===== config.mk =====
export PLATFORM = sky130hd
export DESIGN_NAME = event_queue_subscriber_router_top_flat
export DESIGN_NICKNAME = d
export VERILOG_FILES = /design/src/hdl/evq_pkg.sv /design/src/hdl/evq_channels.sv /design/src/hdl/evq_ram.sv /design/src/hdl/evq_ctrl.sv /design/src/hdl/event_queue_subscriber_router_top.sv /design/src/flat_wrapper.sv
export SDC_FILE = /design/constraint.sdc
export NUM_CORES = 1
export LEC_CHECK = 0
export BUFFER_PORTS_ARGS = -buffer_cell sky130_fd_sc_hd__buf_4
export CORE_ASPECT_RATIO = 2
export CORE_MARGIN = 3
export CORE_UTILIZATION = 60
export DETAILED_ROUTE_END_ITERATION = 10
export GPL_ROUTABILITY_DRIVEN = 1
export MAX_ROUTING_LAYER = met4
export PLACE_DENSITY = 0.86
export SLEW_MARGIN = 20
export SYNTH_ARGS = -nofsm -noshare
export SYNTH_HDL_FRONTEND = slang
export SYNTH_SLANG_ARGS = --single-unit
export TNS_END_PERCENT = 100

===== constraint.sdc =====
create_clock -name clk -period 9.6 [get_ports clk]
set_input_delay 1.44 -clock clk [delete_from_list [all_inputs] [get_ports clk]]
set_output_delay 1.44 -clock clk [all_outputs]
set_load 0.05 [all_outputs]

===== src/hdl/evq_pkg.sv =====
// Package for the event queue subscriber router.
// Holds the sizes, function and status codes, and the memory entry and
// request types shared by the channel interfaces, the controller and the top level.
package evq_pkg;

    localparam int SUB_SLOTS    = 32;
    localparam int QUEUE_SLOTS  = 16;
    localparam int PAYLOAD_BITS = 32;
    localparam int SOURCE_BITS  = 8;

    localparam int FUNC_W   = 2;
    localparam int STATUS_W = 3;
    localparam int SUB_IDX_W = 5;

    localparam int SUB_AW    = (SUB_SLOTS > 1) ? $clog2(SUB_SLOTS) : 1;
    localparam int SUB_CNT_W = $clog2(SUB_SLOTS + 1);
    localparam int Q_AW      = $clog2(QUEUE_SLOTS);

    typedef enum logic [FUNC_W-1:0] {
        FUNC_SUBSCRIBE = 2'd0,
        FUNC_PUBLISH   = 2'd1,
        FUNC_DISPATCH  = 2'd2,
        FUNC_UNUSED    = 2'd3
    } func_t;

    typedef enum logic [STATUS_W-1:0] {
        STAT_OK          = 3'd0,
        STAT_TABLE_FULL  = 3'd1,
        STAT_QUEUE_FULL  = 3'd2,
        STAT_QUEUE_EMPTY = 3'd3,
        STAT_NO_MATCH    = 3'd4
    } status_t;

    typedef struct packed {
        logic [SOURCE_BITS-1:0] src;
        logic                   handler;
    } sub_entry_t;

    typedef struct packed {
        logic [SOURCE_BITS-1:0]  src;
        logic [PAYLOAD_BITS-1:0] payload;
    } q_entry_t;

    typedef struct packed {
        logic              we;
        logic [SUB_AW-1:0] waddr;
        sub_entry_t        wdata;
        logic              re;
        logic [SUB_AW-1:0] raddr;
    } sub_req_t;

    typedef struct packed {
        logic            we;
        logic [Q_AW-1:0] waddr;
        q_entry_t        wdata;
        logic            re;
        logic [Q_AW-1:0] raddr;
    } q_req_t;

endpackage


===== src/hdl/evq_channels.sv =====
// Valid/ready channel interfaces for the event queue subscriber router.
// Depends on evq_pkg for the field widths.
interface evq_in_if;
    logic                             valid;
    logic                             ready;
    logic [evq_pkg::FUNC_W-1:0]       func;
    logic [evq_pkg::SOURCE_BITS-1:0]  source_id;
    logic [evq_pkg::PAYLOAD_BITS-1:0] event_data;
    logic                             has_handler;

    modport source (output valid, func, source_id, event_data, has_handler, input ready);
    modport sink   (input valid, func, source_id, event_data, has_handler, output ready);
endinterface

interface evq_out_if;
    logic                             valid;
    logic                             ready;
    logic [evq_pkg::STATUS_W-1:0]     status;
    logic [evq_pkg::SUB_IDX_W-1:0]    subscriber_index;
    logic [evq_pkg::SOURCE_BITS-1:0]  event_source;
    logic [evq_pkg::PAYLOAD_BITS-1:0] event_payload;
    logic                             last;

    modport source (output valid, status, subscriber_index, event_source, event_payload, last,
                    input ready);
    modport sink   (input valid, status, subscriber_index, event_source, event_payload, last,
                    output ready);
endinterface


===== src/hdl/evq_ram.sv =====
// Generic simple dual-port RAM: one write port, one read port, registered read.
// Read data holds its value while no read is enabled. No dependencies.
module evq_ram #(
    parameter int WIDTH = 8,
    parameter int DEPTH = 16,
    parameter int AW    = (DEPTH > 1) ? $clog2(DEPTH) : 1
) (
    input  logic             clk,
    input  logic             we,
    input  logic [AW-1:0]    waddr,
    input  logic [WIDTH-1:0] wdata,
    input  logic             re,
    input  logic [AW-1:0]    raddr,
    output logic [WIDTH-1:0] rdata
);

    logic [WIDTH-1:0] mem [DEPTH];

    always_ff @(posedge clk)
    begin
        if (we)
        begin
            mem[waddr] <= wdata;
        end
        if (re)
        begin
            rdata <= mem[raddr];
        end
    end

endmodule


===== src/hdl/evq_ctrl.sv =====
// Controller of the event router: takes items, updates the table count and
// queue pointers, scans the subscriber memory on dispatch and drives the result register.
// Depends on evq_pkg and the channel interfaces in evq_channels.sv.
module evq_ctrl (
    input  logic                  clk,
    input  logic                  rst_n,
    evq_in_if.sink                in,
    evq_out_if.source             out,
    output evq_pkg::sub_req_t     sub_req,
    input  evq_pkg::sub_entry_t   sub_rdata,
    output evq_pkg::q_req_t       q_req,
    input  evq_pkg::q_entry_t     q_rdata
);

    typedef enum logic [1:0] {
        ST_IDLE,
        ST_LOAD,
        ST_SCAN,
        ST_DONE
    } state_t;

    state_t                                state_reg, state_next;
    logic [evq_pkg::SUB_CNT_W-1:0]         sub_total_reg, sub_total_next;
    logic [evq_pkg::Q_AW-1:0]              wr_ptr_reg, wr_ptr_next;
    logic [evq_pkg::Q_AW-1:0]              rd_ptr_reg, rd_ptr_next;
    logic [evq_pkg::SOURCE_BITS-1:0]       ev_src_reg, ev_src_next;
    logic [evq_pkg::PAYLOAD_BITS-1:0]      ev_pay_reg, ev_pay_next;
    logic [evq_pkg::SUB_CNT_W-1:0]         issue_idx_reg, issue_idx_next;
    logic                                  chk_valid_reg, chk_valid_next;
    logic [evq_pkg::SUB_AW-1:0]            chk_idx_reg, chk_idx_next;
    logic                                  pend_valid_reg, pend_valid_next;
    logic [evq_pkg::SUB_AW-1:0]            pend_idx_reg, pend_idx_next;
    logic                                  out_valid_reg, out_valid_next;
    evq_pkg::status_t                      out_status_reg, out_status_next;
    logic [evq_pkg::SUB_IDX_W-1:0]         out_idx_reg, out_idx_next;
    logic [evq_pkg::SOURCE_BITS-1:0]       out_src_reg, out_src_next;
    logic [evq_pkg::PAYLOAD_BITS-1:0]      out_pay_reg, out_pay_next;
    logic                                  out_last_reg, out_last_next;

    logic                     out_free;
    logic                     in_fire;
    logic [evq_pkg::Q_AW-1:0] wr_ptr_inc;
    logic [evq_pkg::Q_AW-1:0] rd_ptr_inc;
    logic                     q_empty;
    logic                     q_full;
    logic                     hit;
    logic                     stall;

    assign out_free   = !out_valid_reg || out.ready;
    assign in.ready   = (state_reg == ST_IDLE) && out_free;
    assign in_fire    = in.valid && in.ready;
    assign wr_ptr_inc = (wr_ptr_reg == evq_pkg::Q_AW'(evq_pkg::QUEUE_SLOTS - 1))
                        ? '0 : wr_ptr_reg + evq_pkg::Q_AW'(1);
    assign rd_ptr_inc = (rd_ptr_reg == evq_pkg::Q_AW'(evq_pkg::QUEUE_SLOTS - 1))
                        ? '0 : rd_ptr_reg + evq_pkg::Q_AW'(1);
    assign q_empty    = (rd_ptr_reg == wr_ptr_reg);
    assign q_full     = (wr_ptr_inc == rd_ptr_reg);

    // A table entry hits when it listens to this source or to all sources.
    assign hit   = chk_valid_reg && sub_rdata.handler
                   && ((sub_rdata.src == ev_src_reg) || (sub_rdata.src == '0));
    // A second hit cannot be taken while the earlier one still waits for the result register.
    assign stall = hit && pend_valid_reg && !out_free;

    always_comb
    begin
        state_next      = state_reg;
        sub_total_next  = sub_total_reg;
        wr_ptr_next     = wr_ptr_reg;
        rd_ptr_next     = rd_ptr_reg;
        ev_src_next     = ev_src_reg;
        ev_pay_next     = ev_pay_reg;
        issue_idx_next  = issue_idx_reg;
        chk_valid_next  = chk_valid_reg;
        chk_idx_next    = chk_idx_reg;
        pend_valid_next = pend_valid_reg;
        pend_idx_next   = pend_idx_reg;
        out_valid_next  = out_valid_reg && !out.ready;
        out_status_next = out_status_reg;
        out_idx_next    = out_idx_reg;
        out_src_next    = out_src_reg;
        out_pay_next    = out_pay_reg;
        out_last_next   = out_last_reg;
        sub_req         = '0;
        q_req           = '0;

        unique case (state_reg)
            ST_IDLE:
            begin
                if (in_fire)
                begin
                    out_idx_next  = '0;
                    out_src_next  = '0;
                    out_pay_next  = '0;
                    out_last_next = 1'b1;
                    unique case (in.func)
                        evq_pkg::FUNC_SUBSCRIBE:
                        begin
                            out_valid_next = 1'b1;
                            if (sub_total_reg >= evq_pkg::SUB_CNT_W'(evq_pkg::SUB_SLOTS))
                            begin
                                out_status_next = evq_pkg::STAT_TABLE_FULL;
                            end
                            else
                            begin
                                sub_req.we          = 1'b1;
                                sub_req.waddr       = sub_total_reg[evq_pkg::SUB_AW-1:0];
                                sub_req.wdata.src     = in.source_id;
                                sub_req.wdata.handler = in.has_handler;
                                out_status_next     = evq_pkg::STAT_OK;
                                out_idx_next        = evq_pkg::SUB_IDX_W'(sub_total_reg);
                                sub_total_next      = sub_total_reg + evq_pkg::SUB_CNT_W'(1);
                            end
                        end
                        evq_pkg::FUNC_PUBLISH:
                        begin
                            out_valid_next = 1'b1;
                            if (q_full)
                            begin
                                out_status_next = evq_pkg::STAT_QUEUE_FULL;
                            end
                            else
                            begin
                                q_req.we            = 1'b1;
                                q_req.waddr         = wr_ptr_reg;
                                q_req.wdata.src     = in.source_id;
                                q_req.wdata.payload = in.event_data;
                                wr_ptr_next         = wr_ptr_inc;
                                out_status_next     = evq_pkg::STAT_OK;
                            end
                        end
                        evq_pkg::FUNC_DISPATCH:
                        begin
                            if (q_empty)
                            begin
                                out_valid_next  = 1'b1;
                                out_status_next = evq_pkg::STAT_QUEUE_EMPTY;
                            end
                            else
                            begin
                                q_req.re    = 1'b1;
                                q_req.raddr = rd_ptr_reg;
                                rd_ptr_next = rd_ptr_inc;
                                state_next  = ST_LOAD;
                            end
                        end
                        default:
                        begin
                            // Unused code: the item is taken and leaves no trace.
                        end
                    endcase
                end
            end
            ST_LOAD:
            begin
                ev_src_next     = q_rdata.src;
                ev_pay_next     = q_rdata.payload;
                issue_idx_next  = '0;
                chk_valid_next  = 1'b0;
                pend_valid_next = 1'b0;
                state_next      = ST_SCAN;
            end
            ST_SCAN:
            begin
                if (!chk_valid_reg && (issue_idx_reg == sub_total_reg))
                begin
                    state_next = ST_DONE;
                end
                else if (!stall)
                begin
                    if (hit)
                    begin
                        // The held hit is now known not to be the final one.
                        if (pend_valid_reg)
                        begin
                            out_valid_next  = 1'b1;
                            out_status_next = evq_pkg::STAT_OK;
                            out_idx_next    = evq_pkg::SUB_IDX_W'(pend_idx_reg);
                            out_src_next    = ev_src_reg;
                            out_pay_next    = ev_pay_reg;
                            out_last_next   = 1'b0;
                        end
                        pend_valid_next = 1'b1;
                        pend_idx_next   = chk_idx_reg;
                    end
                    if (issue_idx_reg < sub_total_reg)
                    begin
                        sub_req.re     = 1'b1;
                        sub_req.raddr  = issue_idx_reg[evq_pkg::SUB_AW-1:0];
                        chk_valid_next = 1'b1;
                        chk_idx_next   = issue_idx_reg[evq_pkg::SUB_AW-1:0];
                        issue_idx_next = issue_idx_reg + evq_pkg::SUB_CNT_W'(1);
                    end
                    else
                    begin
                        chk_valid_next = 1'b0;
                    end
                end
            end
            ST_DONE:
            begin
                if (out_free)
                begin
                    out_valid_next = 1'b1;
                    out_src_next   = ev_src_reg;
                    out_pay_next   = ev_pay_reg;
                    out_last_next  = 1'b1;
                    if (pend_valid_reg)
                    begin
                        out_status_next = evq_pkg::STAT_OK;
                        out_idx_next    = evq_pkg::SUB_IDX_W'(pend_idx_reg);
                    end
                    else
                    begin
                        out_status_next = evq_pkg::STAT_NO_MATCH;
                        out_idx_next    = '0;
                    end
                    pend_valid_next = 1'b0;
                    state_next      = ST_IDLE;
                end
            end
            default:
            begin
                state_next = ST_IDLE;
            end
        endcase
    end

    always_ff @(posedge clk or negedge rst_n)
    begin
        if (!rst_n)
        begin
            state_reg      <= ST_IDLE;
            sub_total_reg  <= '0;
            wr_ptr_reg     <= '0;
            rd_ptr_reg     <= '0;
            chk_valid_reg  <= 1'b0;
            pend_valid_reg <= 1'b0;
            out_valid_reg  <= 1'b0;
        end
        else
        begin
            state_reg      <= state_next;
            sub_total_reg  <= sub_total_next;
            wr_ptr_reg     <= wr_ptr_next;
            rd_ptr_reg     <= rd_ptr_next;
            chk_valid_reg  <= chk_valid_next;
            pend_valid_reg <= pend_valid_next;
            out_valid_reg  <= out_valid_next;
        end
    end

    always_ff @(posedge clk)
    begin
        ev_src_reg     <= ev_src_next;
        ev_pay_reg     <= ev_pay_next;
        issue_idx_reg  <= issue_idx_next;
        chk_idx_reg    <= chk_idx_next;
        pend_idx_reg   <= pend_idx_next;
        out_status_reg <= out_status_next;
        out_idx_reg    <= out_idx_next;
        out_src_reg    <= out_src_next;
        out_pay_reg    <= out_pay_next;
        out_last_reg   <= out_last_next;
    end

    assign out.valid            = out_valid_reg;
    assign out.status           = out_status_reg;
    assign out.subscriber_index = out_idx_reg;
    assign out.event_source     = out_src_reg;
    assign out.event_payload    = out_pay_reg;
    assign out.last             = out_last_reg;

`ifndef SYNTHESIS
    a_total_bounded: assert property (@(posedge clk) disable iff (!rst_n)
        sub_total_reg <= evq_pkg::SUB_CNT_W'(evq_pkg::SUB_SLOTS))
        else $error("subscriber count beyond table size");

    a_pop_not_empty: assert property (@(posedge clk) disable iff (!rst_n)
        q_req.re |-> (rd_ptr_reg != wr_ptr_reg))
        else $error("queue read while empty");

    a_check_in_table: assert property (@(posedge clk) disable iff (!rst_n)
        chk_valid_reg |-> (evq_pkg::SUB_CNT_W'(chk_idx_reg) < sub_total_reg))
        else $error("scan checks an entry beyond the table");

    a_table_write_idle: assert property (@(posedge clk) disable iff (!rst_n)
        sub_req.we |-> (state_reg == ST_IDLE) && !sub_req.re)
        else $error("table written during a scan");
`endif

endmodule


===== src/hdl/event_queue_subscriber_router_top.sv =====
// Top level of the event queue subscriber router: the subscriber table memory,
// the event ring memory and the controller. Depends on evq_pkg, evq_channels,
// evq_ram and evq_ctrl.
//
//   port   direction  fields
//   in     sink       func, source_id, event_data, has_handler
//   out    source     status, subscriber_index, event_source, event_payload, last
//
// Subscribe, publish and dispatch on an empty queue are answered without leaving the idle state.
// A dispatch holds the input after it is taken while the controller does one ring read,
// one table read per subscriber entry through the single read port of the table memory,
// a check of the last entry and the close of the scan, and then gives a final result; with
// an empty table there are no table reads and no check of the last entry.
// Stalls on the result channel hold the scan; a new item is taken only once the result
// register is free, at the earliest in the cycle in which the last result is taken.
// Reset clears the counters and pointers at once; the memories need no clearing.
module event_queue_subscriber_router_top (
    input  logic      clk,
    input  logic      rst_n,
    evq_in_if.sink    in,
    evq_out_if.source out
);

    evq_pkg::sub_req_t   sub_req;
    evq_pkg::sub_entry_t sub_rdata;
    evq_pkg::q_req_t     q_req;
    evq_pkg::q_entry_t   q_rdata;

    logic [$bits(evq_pkg::sub_entry_t)-1:0] sub_wdata_vec;
    logic [$bits(evq_pkg::sub_entry_t)-1:0] sub_rdata_vec;
    logic [$bits(evq_pkg::q_entry_t)-1:0]   q_wdata_vec;
    logic [$bits(evq_pkg::q_entry_t)-1:0]   q_rdata_vec;

    assign sub_wdata_vec = sub_req.wdata;
    assign sub_rdata     = evq_pkg::sub_entry_t'(sub_rdata_vec);
    assign q_wdata_vec   = q_req.wdata;
    assign q_rdata       = evq_pkg::q_entry_t'(q_rdata_vec);

    evq_ram #(
        .WIDTH ($bits(evq_pkg::sub_entry_t)),
        .DEPTH (evq_pkg::SUB_SLOTS),
        .AW    (evq_pkg::SUB_AW)
    ) u_sub_ram (
        .clk   (clk),
        .we    (sub_req.we),
        .waddr (sub_req.waddr),
        .wdata (sub_wdata_vec),
        .re    (sub_req.re),
        .raddr (sub_req.raddr),
        .rdata (sub_rdata_vec)
    );

    evq_ram #(
        .WIDTH ($bits(evq_pkg::q_entry_t)),
        .DEPTH (evq_pkg::QUEUE_SLOTS),
        .AW    (evq_pkg::Q_AW)
    ) u_queue_ram (
        .clk   (clk),
        .we    (q_req.we),
        .waddr (q_req.waddr),
        .wdata (q_wdata_vec),
        .re    (q_req.re),
        .raddr (q_req.raddr),
        .rdata (q_rdata_vec)
    );

    evq_ctrl u_ctrl (
        .clk       (clk),
        .rst_n     (rst_n),
        .in        (in),
        .out       (out),
        .sub_req   (sub_req),
        .sub_rdata (sub_rdata),
        .q_req     (q_req),
        .q_rdata   (q_rdata)
    );

endmodule

===== src/flat_wrapper.sv =====
// flat-port wrapper written by rule: the top's interface ports become plain ports
module event_queue_subscriber_router_top_flat 
  (clk, rst_n, in_valid, in_func, in_source_id, in_event_data, in_has_handler, in_ready, out_valid, out_status, out_subscriber_index, out_event_source, out_event_payload, out_last, out_ready);
  evq_in_if in_i ();
  evq_out_if out_i ();
  input  logic clk;
  input  logic rst_n;
  input wire logic [$bits(in_i.valid)-1:0] in_valid;
  input wire logic [$bits(in_i.func)-1:0] in_func;
  input wire logic [$bits(in_i.source_id)-1:0] in_source_id;
  input wire logic [$bits(in_i.event_data)-1:0] in_event_data;
  input wire logic [$bits(in_i.has_handler)-1:0] in_has_handler;
  output wire logic [$bits(in_i.ready)-1:0] in_ready;
  output wire logic [$bits(out_i.valid)-1:0] out_valid;
  output wire logic [$bits(out_i.status)-1:0] out_status;
  output wire logic [$bits(out_i.subscriber_index)-1:0] out_subscriber_index;
  output wire logic [$bits(out_i.event_source)-1:0] out_event_source;
  output wire logic [$bits(out_i.event_payload)-1:0] out_event_payload;
  output wire logic [$bits(out_i.last)-1:0] out_last;
  input wire logic [$bits(out_i.ready)-1:0] out_ready;
  assign in_i.valid = in_valid;
  assign in_i.func = in_func;
  assign in_i.source_id = in_source_id;
  assign in_i.event_data = in_event_data;
  assign in_i.has_handler = in_has_handler;
  assign in_ready = in_i.ready;
  assign out_valid = out_i.valid;
  assign out_status = out_i.status;
  assign out_subscriber_index = out_i.subscriber_index;
  assign out_event_source = out_i.event_source;
  assign out_event_payload = out_i.event_payload;
  assign out_last = out_i.last;
  assign out_i.ready = out_ready;
  event_queue_subscriber_router_top u_core (.clk(clk), .rst_n(rst_n), .in(in_i), .out(out_i));
endmodule

# Yosys cells after proc, flatten, opt, wreduce, memory -nomap -nowiden
# Memory sizes are Yosys's and may differ from the RTL's. A register that Yosys moved wholly into a read port is not among the register bits.
# Index checks and enable logic that the tools add are counted.
[op_classes] n_addsub=4 magnitude_cmp=2 n_eq_ne=23 mux=91 bitwise=5 reduce_logical=32
[ops] cell="32-bit 2-to-1 mux" n=6
[ops] cell="50-bit 2-to-1 mux" n=2
[ops] cell="32-bit one-hot mux with 3 select lines" n=1
[ops] cell="45-bit 2-to-1 mux" n=2
[ops] cell="15-bit 2-to-1 mux" n=4
[ops] cell="5-bit 2-to-1 mux" n=11
[ops] cell="8-bit 2-to-1 mux" n=6
[ops] cell="6-bit 2-to-1 mux" n=7
[ops] cell="1-bit 2-to-1 mux" n=25
[ops] cell="3-bit 2-to-1 mux" n=8
[ops] cell="8-bit one-hot mux with 3 select lines" n=1
[ops] cell="4-bit AND reduction" n=6
[ops] cell="2-bit inequality test, second input constant" n=9
[ops] cell="3-bit one-hot mux with 3 select lines" n=2
[ops] cell="5-bit one-hot mux with 3 select lines" n=1
[ops] cell="6-bit by 1-bit adder with 6-bit output, second input constant" n=2
[ops] cell="2-bit 2-to-1 mux" n=6
[ops] cell="6-bit one-hot mux with 2 select lines" n=1
[ops] cell="5-bit AND reduction" n=2
[ops] cell="1-bit one-hot mux with 3 select lines" n=3
[ops] cell="9-bit AND reduction" n=1
[ops] cell="4-bit by 1-bit adder with 4-bit output, second input constant" n=2
[ops] cell="4-bit equality test" n=2
[ops] cell="4-bit equality test, second input constant" n=2
[ops] cell="23 further kinds" n=45
[totals] regBits=124 ram_bits=928 output_inout_bits=51 wordCells=176 mem_count=2
[memory_table] memory="u_core.u_queue_ram.mem" depth=16 width=40 read_ports=1 rd_clocked_by_memory_dff=1 wr=1 line="evq_ram.sv:17" rtl="logic [WIDTH-1:0] mem [DEPTH];"
[memory_table] memory="u_core.u_sub_ram.mem" depth=32 width=9 read_ports=1 rd_clocked_by_memory_dff=1 wr=1 line="evq_ram.sv:17"

# Depth between registers and ports, before layout
[depth] word_depth=9 depth_mapped=14

# By module
# Synthesis repeated with hierarchy kept, for this count alone.
[unflattened] hier_cells=1936 area_unflattened_um2=42625.9
[modules_own_cells] module="evq_ram at u_core.u_queue_ram" instances=1 cells_each=1040 area_per_inst_um2=25530.7 seq_area_each_um2=20419.6
[modules_own_cells] module="evq_ram at u_core.u_sub_ram" instances=1 cells_each=463 area_per_inst_um2=11372.2 seq_area_each_um2=8918.6
[modules_own_cells] module="evq_ctrl" instances=1 cells_each=433 area_per_inst_um2=5723.0 seq_area_each_um2=3628.5

# Least setup slack after synthesis
# No wires, ideal clock.
[synth_path] path_type="input -> register" from="input port out_ready" to="register u_core.u_ctrl.out_status_reg[0] (netlist: u_core.u_ctrl.out.status[0]), enable pin" arrival_time_ns=5.832 path_slack_ns=3.420 path_stages=5 n_path_buf=0 cell_sequence="nor2b_1 a21oi_1 a21oi_1 a211oi_1 a21boi_0"
[synth_between] elab_chain_cells=5
[synth_lines] element="from (decl)" line="flat_wrapper.sv:20" rtl="input wire logic [$bits(out_i.ready)-1:0] out_ready;"
[synth_lines] element="1-bit logical OR (*)" line="evq_ctrl.sv:49" rtl="assign out_free = !out_valid_reg || out.ready;"
[synth_lines] element="1-bit zero test / 1-bit logical AND (equally long branches)" line="evq_ctrl.sv:63, evq_ctrl.sv:50"
[synth_lines] element="1-bit logical AND, on equally long branches" line="evq_ctrl.sv:63, evq_ctrl.sv:51"
[synth_lines] element="2-bit inequality test (no source line)"
[synth_lines] element="9-bit AND reduction (no source line) (*)"
[synth_lines] element="to (signal assigned)" line="evq_ctrl.sv:260" rtl="out_status_reg <= out_status_next;"
[synth_lines] element="to (decl)" line="evq_ctrl.sv:34" rtl="evq_pkg::status_t out_status_reg, out_status_next;"
# Every way passes the cells marked *; elsewhere a longest branch is shown, timed or not.
# A chain may end at the register's enable or synchronous reset.

# Final worst setup path
[layout_path] from="register u_core.u_ctrl.issue_idx_reg[0] in the netlist's numbering" to="register u_core.u_sub_ram.rdata[7], read port of u_core.u_sub_ram.mem, data pin"
[layout_between] elab_chain_cells=5
[layout_lines] element="from (decl)" line="evq_ctrl.sv:28" rtl="logic [evq_pkg::SUB_CNT_W-1:0] issue_idx_reg, issue_idx_next;"
[layout_lines] element="from (signal assigned)" line="evq_ctrl.sv:257" rtl="issue_idx_reg <= issue_idx_next;"
[layout_lines] element="6-bit < comparator" line="evq_ctrl.sv:186" rtl="if (issue_idx_reg < sub_total_reg)"
[layout_lines] element="6-bit 2-to-1 mux" line="evq_ctrl.sv:186"
[layout_lines] element="6-bit 2-to-1 mux" line="evq_ctrl.sv:169" rtl="else if (!stall)"
[layout_lines] element="6-bit 2-to-1 mux (*)" line="evq_ctrl.sv:165" rtl="if (!chk_valid_reg && (issue_idx_reg == sub_total_reg))"
[layout_lines] element="6-bit 2-to-1 mux (*)" line="evq_ctrl.sv:87" rtl="unique case (state_reg)"
[layout_lines] element="to (decl)" line="evq_ram.sv:14" rtl="output logic [WIDTH-1:0] rdata"
# Marked as above.

==> reports/summary.txt <==
Count of boundary I/O pins: 98
Max reg flops: 640
Violated checks: DRC
Pre-CTS setup slack: 4.48 ns
Pin count of the biggest net entering global routing: 109
Worst slew margin relative to its limit: 23.3%
Total Routed Length: 108,000 um
Maximum clock rate: 213 MHz
Netlist cell types: 62
Routed WL per cell: 28.2 um
Slew at the pin closest to its max-slew limit: 1.15 ns
# port buffers: 97
Data required time of the critical path: 9.99 ns
Area of all placed cells without fillers: 48,100 sq um
Number of hold-slack violations in the final timing report: 0
Post CTS Setup Buffer Count: 0
Clock tree sinks: 1,101
Largest Register: u_core.u_queue_ram.mem
Worst path arrival time: 5.08 ns
Cts bufs inserted: 87
Proportion of layout cells with a drive suffix above 1: 14.2%
Power density of the placed cells: 252 nW/um^2
Floorplan die width: 197 um
Status: finished, violations left
Top post-synthesis cells by count: edfxtp_1, nand2_1, a21oi_1, mux2i_1, a31oi_1
Routed vias: 25,743
Detail Placement HPWL: 60,000 um
Initial Util: 60.7%
VDD IR-drop max: 0.000172 V
Count of flip-flops with a built-in enable after synthesis: 1,082
Antenna violations before repair: 1
CP Max Fanout: 44
Die Footprint: 76,100 sq um
Max cap viols: 0
Category of the critical setup timing path: reg -> reg
Setup ws final: 4.91 ns
Clock tree skew after final layout: 0.0239 ns
Vias in the first global route: 26,045
Clock Tree Buf Depth: 3
Library cell occupying the most area in the post-synthesis netlist: edfxtp_1
Crit end category: register
Final Net Count: 2,918
Shortest clock period the worst path allows after layout: 4.69 ns
Setup repair after global routing missed its margin: no
Number of nets with antenna violations after detailed routing: 0
Slew Viols, Final: 0
Largest cells by area after synthesis: edfxtp_1, nand2_1, mux4_2
Clock latency reported for the late side of the worst-skew pair: 0.67 ns
Ys Warns: 0
Gate count of the mapped netlist: 2,783
Slowest stage cell on the critical path: and2_1
Core area: 71,800 sq um
Routability cong.: 0.957
Site row count: 139
Global routing usage summed across all routing layers: 29.1%
Clock tree from TritonCTS: built
Area of the mapped netlist: 43,600 sq um
Top flop regs: u_core.u_queue_ram.mem (640), u_core.u_sub_ram.mem (288), u_core.u_queue_ram.rdata (40)
Share of the cycle needed by the critical path after routing: 48.9%
Number of design rule violations left after detail routing: 1
Max H-tree Level: 3
Clock tree root driver cell: clkbuf_16
Setup TNS: 0 ns
CTS-repair resized insts: 0
Instance area at placement: 45,200 sq um
Register clock-pin slew on the reported worst setup and hold paths: 0.07 ns
Leakage: 15.1 nW
Post-CTS Hold Fix Bufs: 0
Mean area per synthesized cell: 15.7 sq um
Delay contributed by the slowest stage of the critical path: 0.68 ns
Sequential element share of the synthesized area: 75.6%
Vertical extent of the die: 387 um
Worst min-delay path class: reg -> reg
Final Setup Violations: 0
GRT overflow: 0
Initial drt markers: 3,646
Dominant register cell in the synthesized netlist: edfxtp_1
Power, Total: 12.1 mW
Syn-to-layout area delta: 10.3%
Area of the multi-input gates: 9860 sq um
Synthesis-stage register bit count: 1,101
Startpoint types: register
Portion of synthesized cell area occupied by the leading cell type: 74.5%
Ordered list of cells on the worst path: buf_4 > clkinv_1 > ha_1 > nand4_1 > o21ai_0 > nor2_2 > and2_1 > nand2_2 > nor3b_1 > a31oi_1
Mean number of vias per cell: 6.71
Post-Syn Nets: 2,850
Fraction of synthesis flops using an asynchronous set or reset pin: 1.73%
Number of search-and-repair iterations in the first detailed-routing pass: 9
Library cell with the highest instance count after synthesis: edfxtp_1
Register area: 33,000 sq um
Global-route wire length before repair: 160,000 um
Number of inserted filler cells in the final layout: 4,484
[where the power goes]
group	leakage (nW)	switching [mW]	internal, mW
Clock	1.39	1.67	1.97
Sequential	8.73	0.177	5.62
Combinational	5.01	1.86	0.823
[layout make-up]
type	count	area share (%)
diodes	1	0.00520
clock buffers	103	4.76
clock inverters	56	1.20
inverters	26	0.203
multi-input cells	1484	20.5
flip-flops and latches	1101	68.6
well taps	916	2.38
repair buffers	151	2.39
[kinds of logic (layout without fill, tap and decap cells)]
family          after synthesis  after routing  share of synthesized area [%]
flops                      1101           1101                           75.6
simple gates                826            826                           8.64
compound gates              416            416                           5.96
buf+inv                     198            336                           2.14
mux                         197            197                           6.55
xor+xnor                     25             25                          0.502
fa+ha+maj                    20             20                          0.574
other cells                   0              1                              0
[critical path, delay by kind of cell, from the launching register on]
kind	cells	cell delay, ns
AND/OR/NAND/NOR	5	2.46
AO/OA/AOI/OAI	2	0.32
flip-flops	1	0.32
adder cells (fa/ha/maj)	1	0.41
buffers and inverters	2	0.89
[routing by layer]
layer / vias up / wire, um / share of wire (%) / global-route usage [%]
met5: - / 0 / 0 / -
met4: 0 / 7180 / 6.6 / 17.2
met3: 456 / 9580 / 8.9 / 4.17
met2: 1906 / 55200 / 51 / 47.8
met1: 12656 / 36200 / 33 / 34.4
li1: 10725 / - / - / -
[placed cells by master, fill, tap and decap left out, types with 8 or more instances in the layout]
master and count:
a2111oi_0 9, a211o_1 9, a211oi_1 10, a21oi_1 164, a221o_1 9, a22o_1 14
a31oi_1 93, and2_1 54, and3_1 51, buf_4 149, bufinv_16 9, clkbuf_1 13
clkbuf_16 89, clkinv_1 17, clkinv_2 17, dfrtp_1 16, edfxtp_1 1082, ha_1 19
inv_1 23, mux2_2 19, mux2i_1 108, mux4_2 68, nand2_1 485, nand3_1 24
nand4_1 11, nor2_1 55, nor2_4 8, nor2b_1 45, nor3_1 9, nor4_1 45
o2111ai_1 9, o211a_1 8, o21ai_0 27, o22ai_1 49, xnor2_1 8, xor2_1 17
[worst paths after layout]
kind / start / to / slack [ns] / cells after the start
worst max-delay path: u_core.u_ctrl.issue_idx_reg[0] / u_core.u_sub_ram.rdata[7] / 4.91 / 10
worst min-delay path: u_core.u_ctrl.chk_idx_reg[3] / u_core.u_ctrl.pend_idx_reg[3] / 0.42 / 0
worst max register to register: u_core.u_ctrl.issue_idx_reg[0] / u_core.u_sub_ram.rdata[7] / 4.91 / 10
worst min register to register: u_core.u_ctrl.chk_idx_reg[3] / u_core.u_ctrl.pend_idx_reg[3] / 0.42 / 0
max in group asynchronous: rst_n / u_core.u_ctrl.rd_ptr_reg[1] / 8.69 / 1
min in group asynchronous: rst_n / u_core.u_ctrl.pend_valid_reg / 0.65 / 1
[per-stage QoR]
stage / hold slack, ns / util [%] / cells
2_1_floorplan: 0.400 / - / 2783
3_3_place_gp: 0.401 / 62.9 / 3677
3_5_place_dp: 0.405 / 62.9 / 3677
4_1_cts: 0.422 / 66.9 / 3836
5_1_grt: 0.436 / 67.0 / 3838
6_report: 0.422 / 67.0 / 3838
No activity file was read; power rests on OpenSTA's default activity.
